$ cat src/design/plt_pkg.sv
`default_nettype none
package plt_pkg;

  localparam int NUM_TABLES_DEF = 16;
  localparam int MAX_POINTS_DEF = 32;

  localparam int TNUM_W  = 5;
  localparam int PIDX_W  = 5;
  localparam int PCNT_W  = 6;
  localparam int DATA_W  = 32;

  localparam logic [1:0] CMD_WRITE   = 2'd0;
  localparam logic [1:0] CMD_COUNT   = 2'd1;
  localparam logic [1:0] CMD_CONVERT = 2'd2;

  localparam logic [1:0] PATH_PASS   = 2'd0;
  localparam logic [1:0] PATH_EXACT  = 2'd1;
  localparam logic [1:0] PATH_INTERP = 2'd2;

  typedef enum logic [1:0] {
    REQ_WRITE   = 2'd0,
    REQ_COUNT   = 2'd1,
    REQ_CONVERT = 2'd2
  } req_kind_t;

  // for a convert, raw carries the sample
  typedef struct packed {
    req_kind_t           kind;
    logic                tvalid;
    logic [TNUM_W-1:0]   tbl;
    logic [PIDX_W-1:0]   pidx;
    logic [PCNT_W-1:0]   pcnt;
    logic [DATA_W-1:0]   raw;
    logic [DATA_W-1:0]   scaled;
  } req_t;

  typedef struct packed {
    logic valid;
    req_t req;
  } req_if_t;

endpackage
`default_nettype wire

$ cat src/design/plt_front.sv
`default_nettype none
module plt_front #(
  parameter int NUM_TABLES = 16,
  parameter int MAX_POINTS = 32
) (
  input  wire logic                          clk,
  input  wire logic                          rst,
  input  wire logic                          start,
  output logic                               busy,
  input  wire logic [1:0]                    command,
  input  wire logic [plt_pkg::TNUM_W-1:0]    table_number,
  input  wire logic [plt_pkg::PIDX_W-1:0]    point_index,
  input  wire logic [plt_pkg::PCNT_W-1:0]    point_count,
  input  wire logic [plt_pkg::DATA_W-1:0]    point_raw,
  input  wire logic [plt_pkg::DATA_W-1:0]    point_scaled,
  input  wire logic [plt_pkg::DATA_W-1:0]    sample,
  output plt_pkg::req_if_t                   req_out,
  input  wire logic                          pop
);
  import plt_pkg::*;

  req_t       q [2];
  logic       wr_ptr;
  logic       rd_ptr;
  logic [1:0] count;
  req_t       cls;
  logic       keep;
  logic       push;
  logic       tvalid;

  always_comb begin
    tvalid = (table_number != '0) && (32'(table_number) <= NUM_TABLES);
    cls.tvalid = tvalid;
    cls.tbl    = table_number - TNUM_W'(1);
    cls.pidx   = point_index;
    cls.pcnt   = (32'(point_count) > MAX_POINTS) ? PCNT_W'(MAX_POINTS) : point_count;
    cls.raw    = point_raw;
    cls.scaled = point_scaled;
    cls.kind   = REQ_CONVERT;
    keep       = 1'b0;
    unique case (command)
      CMD_WRITE: begin
        cls.kind = REQ_WRITE;
        keep     = tvalid && (32'(point_index) < MAX_POINTS);
      end
      CMD_COUNT: begin
        cls.kind = REQ_COUNT;
        keep     = tvalid;
      end
      CMD_CONVERT: begin
        cls.kind = REQ_CONVERT;
        cls.raw  = sample;
        keep     = 1'b1;
      end
      default: keep = 1'b0;
    endcase
  end

  assign busy = (count == 2'd2);
  assign push = start && !busy && keep;

  always_ff @(posedge clk) begin
    if (push) begin
      q[wr_ptr] <= cls;
    end
  end

  always_ff @(posedge clk) begin
    if (rst) begin
      wr_ptr <= 1'b0;
      rd_ptr <= 1'b0;
      count  <= 2'd0;
    end else begin
      if (push) begin
        wr_ptr <= !wr_ptr;
      end
      if (pop) begin
        rd_ptr <= !rd_ptr;
      end
      count <= count + 2'(push) - 2'(pop);
    end
  end

  assign req_out.valid = (count != 2'd0);
  assign req_out.req   = q[rd_ptr];

endmodule
`default_nettype wire

$ cat config.mk
export PLATFORM = sky130hd
export DESIGN_NAME = plt_front
export DESIGN_NICKNAME = d
export VERILOG_FILES = /design/src/design/plt_pkg.sv /design/src/design/plt_front.sv
export SDC_FILE = /design/constraint.sdc
export NUM_CORES = 1
export LEC_CHECK = 0
export ABC_AREA = 1
export ABC_CLOCK_PERIOD_IN_PS = 6030
export BUFFER_PORTS_ARGS = -buffer_cell sky130_fd_sc_hd__buf_2
export CAP_MARGIN = 25
export CORE_UTILIZATION = 41
export CTS_CLUSTER_DIAMETER = 60
export DETAILED_ROUTE_END_ITERATION = 6
export PLACE_DENSITY = 0.66
export SLEW_MARGIN = 20
export SYNTH_ARGS = -nofsm -noshare
export SYNTH_HDL_FRONTEND = slang
export SYNTH_SLANG_ARGS = --single-unit
$ cat constraint.sdc
create_clock -name clk -period 6.03 [get_ports clk]
set_input_delay 0.9045 -clock clk [delete_from_list [all_inputs] [get_ports clk]]
set_output_delay 0.9045 -clock clk [all_outputs]
set_load 0.05 [all_outputs]
==> key figures, run 1 <==
Clocking
  – CTS Sinks: about 170
  – Clock latency of the later-clocked register in the worst-skew pair: between 0.4 and 0.5 ns
  – Cts bufs inserted: 17
  – Maximum number of buffers from clock root to sink: 2
  – CTS tree: yes
  – Buffer type at the clock tree root: clkbuf_16
  – Post-CTS Hold Buffers: 0
  – Number of setup buffers added after CTS: 0
  – Clock-pin slew reported for the worst setup and hold paths after clock tree synthesis: approximately 0.060 ns
  – Post-cts repair resize count: 0
  – Htree depth: 4

Layout
  – Synth-to-Final Area Change: 26.74%
  – Count of placed standard cells in the final layout, fillers left out: between 800 and 900
  – N_diodes: 0
  – Net total in the final layout: slightly below 700
  – Share of post-route cells with drive strength above 1: approximately 61%
  – Share of the core filled with cells in the final layout: 53.04%

Yosys
  – Number of flops mapped to enable cells by yosys: around 170
  – Cell with the most instances after synthesis: edfxtp_1
  – Prevailing post-synth register cell: edfxtp_1
  – Count of distinct cell types in the synthesized netlist: 23
  – Mapped Nets: 482
  – Share of synthesized area occupied by flip-flops and latches: between 70% and 80%
  – Fraction of registers with async set/reset: 0%
  – Top cells by area in the synthesized netlist: edfxtp_1, mux2_2, mux2_4
  – Leading area contributor after synthesis: edfxtp_1
  – Flip-flop and latch count after synthesis: around 170
  – Mean instance size in the synthesized netlist: between 15 and 20 um^2
  – Summed instance area of the synthesized netlist: around 6900 um^2
  – YS warnings: 0
  – Number of cells produced by synthesis: 360
  – Share of the synthesized area in the top cell type: 71.82%
  – Top cells by count, synth: edfxtp_1, mux2_2, mux2_4

STA
  – Final-report setup violation count: 0
  – Worst-case setup margin in the final layout: roughly 3 ns
  – Setup repair after global routing missed its margin: false
  – Post-route clock period utilization: 49.07%
  – Count of final hold-check violations: 0
  – Slew of the pin with the lowest slew margin: ~0.91 ns
  – Number of max-slew violations in the final report: 0
  – TNS Setup: 0 ns
  – Worst setup skew after layout: between 0.005 and 0.006 ns
  – Maximum clock frequency: 0.3379 GHz
  – Relative slew slack: 39.13%
  – Time the final worst path needs with I/O delays and setup: slightly below 3 ns

Placed design
  – Post-place setup slack: between 2 and 2.5 ns
  – Gpl congestion: 0.7584
  – # placed instances: approximately 770
  – IO Port Bufs: between 200 and 250
  – Final HPWL DP: 8.317 mm

Route
  – Via count normalized by instance count: approximately 4.6
  – Post-DRT Antenna Nets: 0
  – WL per Instance: between 15 and 20 um
  – Number of vias in the routed layout: ~3700
  – Remaining routing DRC violations: 0
  – Detailed router's first-iteration violation count: 207
  – Total Wirelength: about 12 mm
  – Length of the first detailed-routing pass in iterations: 6

Floorplan
  – Ports: slightly above 200
  – Width of the chip: ~130 um
  – Die height: approximately 130 um
  – Placeable core area: around 17000 um^2
  – Die Outline Area: about 17000 um^2
  – Number of placement rows: 47
  – Initial standard-cell utilization of the core: 41.85%

Hold path
  – Worst min-delay path class: reg -> reg

Global route
  – Vias in the first global route: a little under 4000
  – Global-route wire length before repair: 19.20 mm
  – Initial antenna violation count: 0
  – Pin count of the biggest net entering global routing: between 50 and 60
  – Grt ovf: 0
  – Overall fraction of global-route tracks in use: between 10% and 20%

Setup path
  – Arrival time of the worst setup path: around 2 ns
  – Critical Path Sink Type: primary output
  – Setup crit start kind: register
  – Required time of the critical path: just over 5 ns
  – Critical Path Fanout Max: 43
  – Worst setup path category: reg -> out

Power and ir drop
  – Worst voltage drop across the vdd grid: 188.8 uV
  – Cell leakage power: between 0.003 and 0.004 uW
  – Total power after layout: around 3000 uW
  – Power density cells: approximately 340 nW/um^2

Status
  – Status: finished, final reports clean

Run
  – Number of maximum-capacitance violations: 0
-- sequential cells by signal, indices dropped and copies added, names as in the netlist, named ones only --
register,count
wr_ptr,1
rd_ptr,1
q,166
count,2
-- per-stage QoR --
step | hold WS, ns | area [um^2]
5_1_grt | 0.5685 | 8796
3_5_place_dp | 0.4904 | 8169
2_1_floorplan | 0.4543 | 6940
4_1_cts | 0.4993 | 8776
6_report | 0.4951 | 8796
3_3_place_gp | 0.4693 | 8129
-- layer usage --
metal	share of wire (%)	GRT usage [%]	routed length, um
met1	44	18.14	5278
met4	1.5	6.266	178
met2	49	23.99	5911
met3	6.2	3.729	748
met5	0	0	0
-- cell type report --
cell class / instances / area (um^2)
Multi-Input combinational cell: 156 / 1654
Tap cell: 220 / 275.3
Fill cell: 1418 / 7787
Inverter: 19 / 72.57
Clock inverter: 13 / 173.9
Sequential cell: 171 / 5089
Timing Repair Buffer: 207 / 1099
Clock buffer: 19 / 432.9
-- final timing paths --
path,from,cells after the start,to,slack (ns)
max,register,3,req_out[27],3.07
max reg2reg,count[1]$_SDFF_PP0_,6,q[1][54]$_DFFE_PP_,3.68
min,count[1]$_SDFF_PP0_,2,count[1]$_SDFF_PP0_,0.50
min reg2reg,count[1]$_SDFF_PP0_,2,count[1]$_SDFF_PP0_,0.50
-- cell families (layout without fill, tap and decap cells) --
group	Yosys count	after routing	synth area share, %
multiplexers	115	115	20.28
XOR/XNOR	5	5	0.6311
AND/OR/NAND/NOR	28	28	1.803
flip-flops	171	171	73.26
buffers and inverters	33	258	3.011
adder cells (fa/ha/maj)	4	4	0.7211
AO/OA/AOI/OAI	4	4	0.2885
-- worst max-delay path: stages, from the launching register on --
cell and delay [ns]:
dfxtp_4 0.71, buf_12 0.31, mux2_2 0.38, buf_2 0.21
-- where the power goes --
part | switching [uW] | internal (uW)
sequential | 22.6 | 1370
combinational | 335 | 166
clock | 415 | 689
total | 773 | 2230
-- layout by cell type, fill, tap and decap left out --
cell type,n
nor2_4,2
or2_2,1
inv_1,18
dfxtp_4,1
inv_6,1
nand2_1,7
nand4_1,1
ha_1,4
nor2_1,12
buf_4,1
clkinvlp_4,2
bufinv_16,4
clkinv_1,3
nand3_1,3
nor3_1,1
clkinv_4,1
buf_2,202
dfxtp_1,4
clkinv_2,3
xor2_1,3
buf_12,4
clkbuf_16,17
nand2_2,1
a21oi_1,2
o21ai_0,2
mux2_2,85
clkbuf_1,2
xnor2_1,2
mux2_4,30
edfxtp_1,166
No activity file was read; power rests on OpenSTA's default activity.
==> inputs of run 2 (changes only) <==
ABC_AREA = 0   (was 1)
ABC_CLOCK_PERIOD_IN_PS = 2950   (was 6030)
clock period = 2.95 ns   (was 6.03 ns; I/O delays follow)
==> run 2 against run 1 <==
Critical path depth unchanged; total power up 100%; first-iteration DRC count down 16%; cell count down 2.4%; largest cell class unchanged; largest power group unchanged.
==> key figures, run 2 <==
Layout
  – Most frequent standard cell in the layout excluding fill and tap cells: buf_2
  – Largest registers in the final layout: q x166, count x2
  – Share of post-route cells with drive strength above 1: a little over three fifths
  – Most used cells in the layout excluding fill and tap cells: buf_2, edfxtp_1, mux2_2
  – Synth-to-Final Area Change: 27.06%
  – Cell area after layout: between 8000 and 9000 um^2
  – Register bank with the most flops: q
  – N_diodes: 0
  – Net total in the final layout: between 600 and 700
  – Number of flip-flops in the largest register: 166

Yosys
  – Summed instance area of the synthesized netlist: around 6800 um^2
  – Adder and majority gate portion of the synthesized area: less than 1%
  – Share of synthesized area occupied by flip-flops and latches: between 70% and 80%
  – Main combinational cell family by area after synthesis: multiplexers
  – YS warnings: 0
  – Simple-gate share of the synthesized area: 2.227%
  – Fraction of the mapped netlist area in compound gates: 0.4786%
  – Fraction of registers with async set/reset: 0%
  – Number of cells produced by synthesis: 344
  – Mapped Nets: roughly 470
  – Flip-flop and latch count after synthesis: about 170
  – Top cells by count, synth: edfxtp_1, mux2_2, buf_2
  – Synthesized-area fraction occupied by xor and xnor cells: less than 1%
  – Cell with the most instances after synthesis: edfxtp_1
  – Top cells by area in the synthesized netlist: edfxtp_1, mux2_2, dfxtp_1
  – Number of flops mapped to enable cells by yosys: between 150 and 200
  – Leading area contributor after synthesis: edfxtp_1
  – Share of the synthesized area in the top cell type: 73.33%
  – Multiplexer share of the synthesized area: between 10% and 20%
  – Mean instance size in the synthesized netlist: 19.76 um^2
  – Prevailing post-synth register cell: edfxtp_1
  – Count of distinct cell types in the synthesized netlist: 26

Status
  – Status: finished, final reports clean

STA
  – Post-route clock period utilization: 78.74%
  – Maximum clock frequency: approximately 0.43 GHz
  – Setup repair after global routing missed its margin: false
  – Worst setup skew after layout: roughly 0.0093 ns
  – Final-layout worst hold slack: 0.2166 ns
  – Final-report setup violation count: 0
  – Slew of the pin with the lowest slew margin: between 0.4 and 0.5 ns
  – TNS Setup: 0 ns
  – Time the final worst path needs with I/O delays and setup: ~2.3 ns
  – Relative slew slack: 67.54%
  – Number of max-slew violations in the final report: 0
  – Worst-case setup margin in the final layout: about 0.63 ns
  – Count of final hold-check violations: 0

Setup path
  – CP Cell Sequence: buf_4, mux2_2, buf_2
  – Stages on worst setup path: 3
  – Required time of the critical path: 2.51 ns
  – Worst setup path category: reg -> out
  – Kind of cell adding the most delay to the critical path: buffers and inverters
  – Setup crit start kind: register
  – Critical Path Fanout Max: 22
  – Critical Path Sink Type: primary output
  – CP bufs+invs: 2
  – Maximum cell stage delay along the critical path: ~0.50 ns
  – Arrival time of the worst setup path: about 1.9 ns
  – Slowest stage cell on the critical path: dfxtp_4
  – Depth of the worst register-to-register path: 10

Route
  – Total Wirelength: 12.56 mm
  – WL per Instance: 15.98 um
  – Via count normalized by instance count: roughly 4.7
  – Length of the first detailed-routing pass in iterations: 4
  – Detailed router's first-iteration violation count: 174
  – Remaining routing DRC violations: 0
  – Post-DRT Antenna Nets: 0
  – Number of vias in the routed layout: ~3700

Clocking
  – Clock-pin slew reported for the worst setup and hold paths after clock tree synthesis: 0.06 ns
  – Post-CTS Hold Buffers: 0
  – Cts bufs inserted: 17
  – CTS tree: yes
  – Number of setup buffers added after CTS: 0
  – Maximum number of buffers from clock root to sink: 2
  – Htree depth: 4
  – Post-cts repair resize count: 0
  – Clock latency of the later-clocked register in the worst-skew pair: approximately 0.4 ns
  – CTS Sinks: approximately 170
  – Buffer type at the clock tree root: clkbuf_16

Floorplan
  – Initial standard-cell utilization of the core: a little over two fifths
  – Ports: 203
  – Die Outline Area: approximately 17000 um^2
  – Number of placement rows: 46
  – Die height: between 100 and 150 um
  – Placeable core area: roughly 16000 um^2
  – Width of the chip: 130.8 um

Placed design
  – IO Port Bufs: 202
  – Gpl congestion: 0.6860
  – Post-place setup slack: 0.5359 ns
  – Cell Area, Placed: ~8100 um^2
  – Final HPWL DP: 8.525 mm

Run
  – Number of maximum-capacitance violations: 0

Power and ir drop
  – Reg power frac: 47.7%
  – Clock share of power: roughly a third
  – Switching fraction of total power: between 20% and 30%
  – Internal Power: approximately 4400 uW
  – Net switching power of the design: about 1700 uW
  – Power share of the combinational group: between 10% and 20%
  – Worst voltage drop across the vdd grid: about 350 uV
  – Power density cells: 703.2 nW/um^2
  – Cell leakage power: 0.003248 uW

Global route
  – Busiest layer in global routing: met2
  – Vias in the first global route: ~3700
  – Global-route wire length before repair: 18.24 mm
  – Met2 demand-to-capacity share in global routing: between 20% and 30%
  – Met3 Usage GRT: 4.357%
  – Grt ovf: 0
  – Overall fraction of global-route tracks in use: 14.76%
  – Pin count of the biggest net entering global routing: 52
  – Initial antenna violation count: 0
  – Global routing usage on met1: between 10% and 20%

Hold path
  – Hold depth: 1
  – Worst min-delay path class: in -> reg
==> run 2: changes by cell type after synthesis, sizes merged, moves of 2 or more <==
cell / before / now
inv: 19 / 6
a21oi: 2 / 0
nor2b: 0 / 8
nand2: 8 / 1
nor2: 14 / 7
nand3: 3 / 1
o21ai: 2 / 0
==> run 2: logic make-up after synthesis <==
| kind of cell | count (synthesis) |
|---|---|
| AO/OA/AOI/OAI | 2 |
| XOR/XNOR | 6 |
| adder cells (fa/ha/maj) | 4 |
| buffers and inverters | 21 |
| flip-flops | 171 |
| multiplexers | 116 |
| AND/OR/NAND/NOR | 24 |
==> run 2: per-layer routing <==
layer | vias to the layer above | part of all wire, %
met5 | - | 0
met4 | 0 | 1.1
met3 | 12 | 5.6
met2 | 125 | 50
met1 | 1828 | 43
li1 | 1755 | -
==> run 2: area by class of cell <==
type,instances,area (um^2)
Clock buffer,20,436.7
Clock inverter,12,98.84
Fill cell,1300,7421
Inverter,6,22.52
Multi-Input combinational cell,152,1607
Sequential cell,171,5089
Tap cell,216,270.3
Timing Repair Buffer,209,1114
==> run 2: worst paths after layout <==
check	startpoint	endpoint	slack (ns)
min	point_index[2]	q[0][72]$_DFFE_PP_	0.22
max reg2reg	count[0]$_SDFF_PP0_	count[1]$_SDFF_PP0_	0.92
min reg2reg	rd_ptr$_SDFFE_PP0P_	register	0.53
max	register	req_out[8]	0.63
==> run 2: power by group through the flow <==
| stage | Sequential, uW | Combinational [uW] | Clock, uW |
|---|---|---|---|
| final | 2890 | 1170 | 2000 |
| after global routing | 2910 | 1240 | 2160 |
| after CTS | 2900 | 1190 | 2060 |
| after detailed placement | 2950 | 1190 | 0 |
| after global placement | 2940 | 1170 | 0 |
| after floorplan | 2930 | 884 | 0 |
==> run 2: stage by stage <==
step           total power, uW  util [%]  cells
2_1_floorplan             3815         -    344
4_1_cts                   6144     53.79    786
3_5_place_dp              4135     50.45    754
3_3_place_gp              4111     50.45    754
5_1_grt                   6307     53.79    786
6_report                  6073     53.79    786
==> inputs of run 3 (changes only) <==
ABC_CLOCK_PERIOD_IN_PS = 2110   (was 2950)
PLACE_DENSITY = 0.68   (was 0.66)
clock period = 2.11 ns   (was 2.95 ns; I/O delays follow)
==> run 3 against run 2 <==
Die area is the same; sequential power grew 40%; total power grew 44%; critical path type unchanged; critical endpoint is now req_out[28].
==> key figures, run 3 (same netlist as run 2, synthesis figures left out) <==
Placed design
  – Final HPWL DP: 8.719 mm
  – IO Port Bufs: 202
  – Gpl congestion: slightly below 0.7
  – Cell Area, Placed: between 8000 and 9000 um^2

Clocking
  – Clock latency of the later-clocked register in the worst-skew pair: 0.41 ns
  – Maximum number of buffers from clock root to sink: 2
  – Buffer type at the clock tree root: clkbuf_16
  – Htree depth: 4
  – CTS tree: yes
  – Post-CTS Hold Buffers: 0
  – Clock-pin slew reported for the worst setup and hold paths after clock tree synthesis: around 0.06 ns
  – CTS Sinks: approximately 170
  – Cts bufs inserted: 17

Floorplan
  – Die height: roughly 130 um
  – Ports: between 200 and 250
  – Number of placement rows: 46
  – Width of the chip: 130.8 um
  – Die Outline Area: 17100 um^2
  – Initial standard-cell utilization of the core: 42.33%
  – Placeable core area: roughly 16000 um^2

Route
  – WL per Instance: 16.16 um
  – Via count normalized by instance count: 4.734
  – Total Wirelength: between 10 and 15 mm
  – Detailed router's first-iteration violation count: ~170
  – Post-DRT Antenna Nets: 0
  – Remaining routing DRC violations: 0
  – Number of vias in the routed layout: between 3000 and 4000
  – Length of the first detailed-routing pass in iterations: 4

STA
  – Post-route clock period utilization: between 90 and 100%
  – Final-layout worst hold slack: approximately 0.087 ns
  – Setup repair after global routing missed its margin: false
  – Final-report setup violation count: 0
  – Slew of the pin with the lowest slew margin: about 0.48 ns
  – Count of final hold-check violations: 0
  – Maximum clock frequency: roughly 0.51 GHz
  – Time the final worst path needs with I/O delays and setup: 1.968 ns
  – Worst setup skew after layout: 0.007047 ns
  – Relative slew slack: about 68%
  – Number of max-slew violations in the final report: 0

Layout
  – Most used cells in the layout excluding fill and tap cells: buf_2, edfxtp_1, mux2_2
  – Share of post-route cells with drive strength above 1: 64.63%
  – Synth-to-Final Area Change: 29.60%
  – Largest registers in the final layout: q x166, count x2
  – Net total in the final layout: slightly below 700
  – Number of flip-flops in the largest register: 166
  – Cell area after layout: between 8000 and 9000 um^2
  – Register bank with the most flops: q
  – Share of the core filled with cells in the final layout: ~55%
  – N_diodes: 0
  – Most frequent standard cell in the layout excluding fill and tap cells: buf_2

Setup path
  – Depth of the worst register-to-register path: 10
  – Slowest stage cell on the critical path: dfxtp_4
  – Maximum cell stage delay along the critical path: roughly 0.41 ns
  – Critical Path Fanout Max: 35
  – Kind of cell adding the most delay to the critical path: buffers and inverters
  – CP Cell Sequence: buf_12, mux2_2, buf_2
  – CP bufs+invs: 2
  – Startpoint of the worst-slack reg-to-reg timing path: count[0]$_SDFF_PP0_
  – Endpoint of the lowest-slack register-to-register path: count[1]$_SDFF_PP0_
  – Required time of the critical path: approximately 1.8 ns
  – Setup crit start kind: register
  – Worst setup path category: reg -> out
  – Critical Path Sink Type: primary output
  – Setup slack of the worst register-to-register path: around 0.16 ns
  – Arrival time of the worst setup path: ~1.7 ns

Power and ir drop
  – Power share of the combinational group: between 10% and 20%
  – Net switching power of the design: between 2000 and 2500 uW
  – Worst voltage drop across the vdd grid: between 400 and 500 uV
  – Internal Power: roughly 6400 uW
  – Clock share of power: around 35%
  – Reg power frac: a little under half
  – Power density cells: 995.8 nW/um^2
  – Cell leakage power: ~0.0033 uW
  – Switching fraction of total power: roughly 27%

Global route
  – Global-route wire length before repair: ~19 mm
  – Vias in the first global route: ~4000
  – Overall fraction of global-route tracks in use: between 15 and 20%
  – Grt ovf: 0
  – Pin count of the biggest net entering global routing: 54
  – Initial antenna violation count: 0

Run
  – Number of maximum-capacitance violations: 0

Hold path
  – Hold endpoint: q[1][72]$_DFFE_PP_
  – Worst min-delay path class: in -> reg
  – Hold depth: 1
  – Min-delay src: point_index[2]

Status
  – Status: finished, final reports clean
==> run 3: cell count changes in the layout (fill, tap and decap cells not counted), moves of 2 or more <==
| cell | delta |
|---|---|
| clkinv_4 | -2 |
| inv_12 | +2 |
| clkinv_1 | -4 |
| clkbuf_1 | +2 |
| buf_12 | +3 |
| inv_1 | -3 |
| clkbuf_8 | +4 |
==> run 3: how the worst max path moves through the flow <==
| stage | endpoint | slack (ns) | cells after the start |
|---|---|---|---|
| 5_1_grt | count[1]$_SDFF_PP0_ | 0.06 | 10 |
| 3_5_place_dp | count[1]$_SDFF_PP0_ | -0.03 | 12 |
| 6_report | req_out[28] | 0.14 | 3 |
| 4_1_cts | req_out[28] | 0.10 | 3 |
| 2_1_floorplan | q[0][0]$_DFFE_PP_ | -0.47 | 6 |
| 3_3_place_gp | count[1]$_SDFF_PP0_ | 0.04 | 12 |
==> run 3: worst register-to-register path, stage by stage (launching register included) <==
cell,delay [ns]
dfxtp_2,0.34
nand2b_4,0.13
nand3b_1,0.12
o31ai_4,0.28
inv_2,0.09
ha_1,0.27
inv_1,0.06
ha_1,0.15
xor2_1,0.19
xnor2_1,0.14
nor2_1,0.07
==> run 3: routing by layer <==
layer  vias up  global-route usage [%]  routed length, um
met5         -                       0                  0
met4         0                   7.505                292
met3        25                   4.112                745
met2       126                   26.89               6645
met1      1831                   16.98               5082
li1       1758                       -                  -
==> run 3: area by class of cell <==
class                      count  area, um^2
tap                          216       270.3
clock buffer                  26       499.2
timing repair buffer         213        1181
fill                        1313        7248
clock inverter                 6       87.58
multi-input combinational    152        1634
sequential                   171        5090
inverter                       6       47.55
==> run 3: power by group through the flow <==
stage,combinational [uW],sequential (uW),clock [uW]
after floorplan,1250,4100,0
after global placement,1670,4110,0
after detailed placement,1690,4130,0
after CTS,1720,4050,3110
after global routing,1790,4060,3240
final,1690,4050,3030
==> run 3: timing repair <==
action,in CTS,in global routing
resized for setup,0,0
setup buffers,2,0
setup endpoints to repair,67,0
==> run 3: stage by stage <==
stage,setup TNS (ns),instances,power (uW),setup slack [ns]
after CTS,0,790,8876,0.1013
after floorplan,-61.08,344,5351,-0.4697
after global placement,0,756,5785,0.04323
after detailed placement,-0.03418,756,5820,-0.03418
final,0,790,8773,0.1416
after global routing,0,790,9091,0.05785
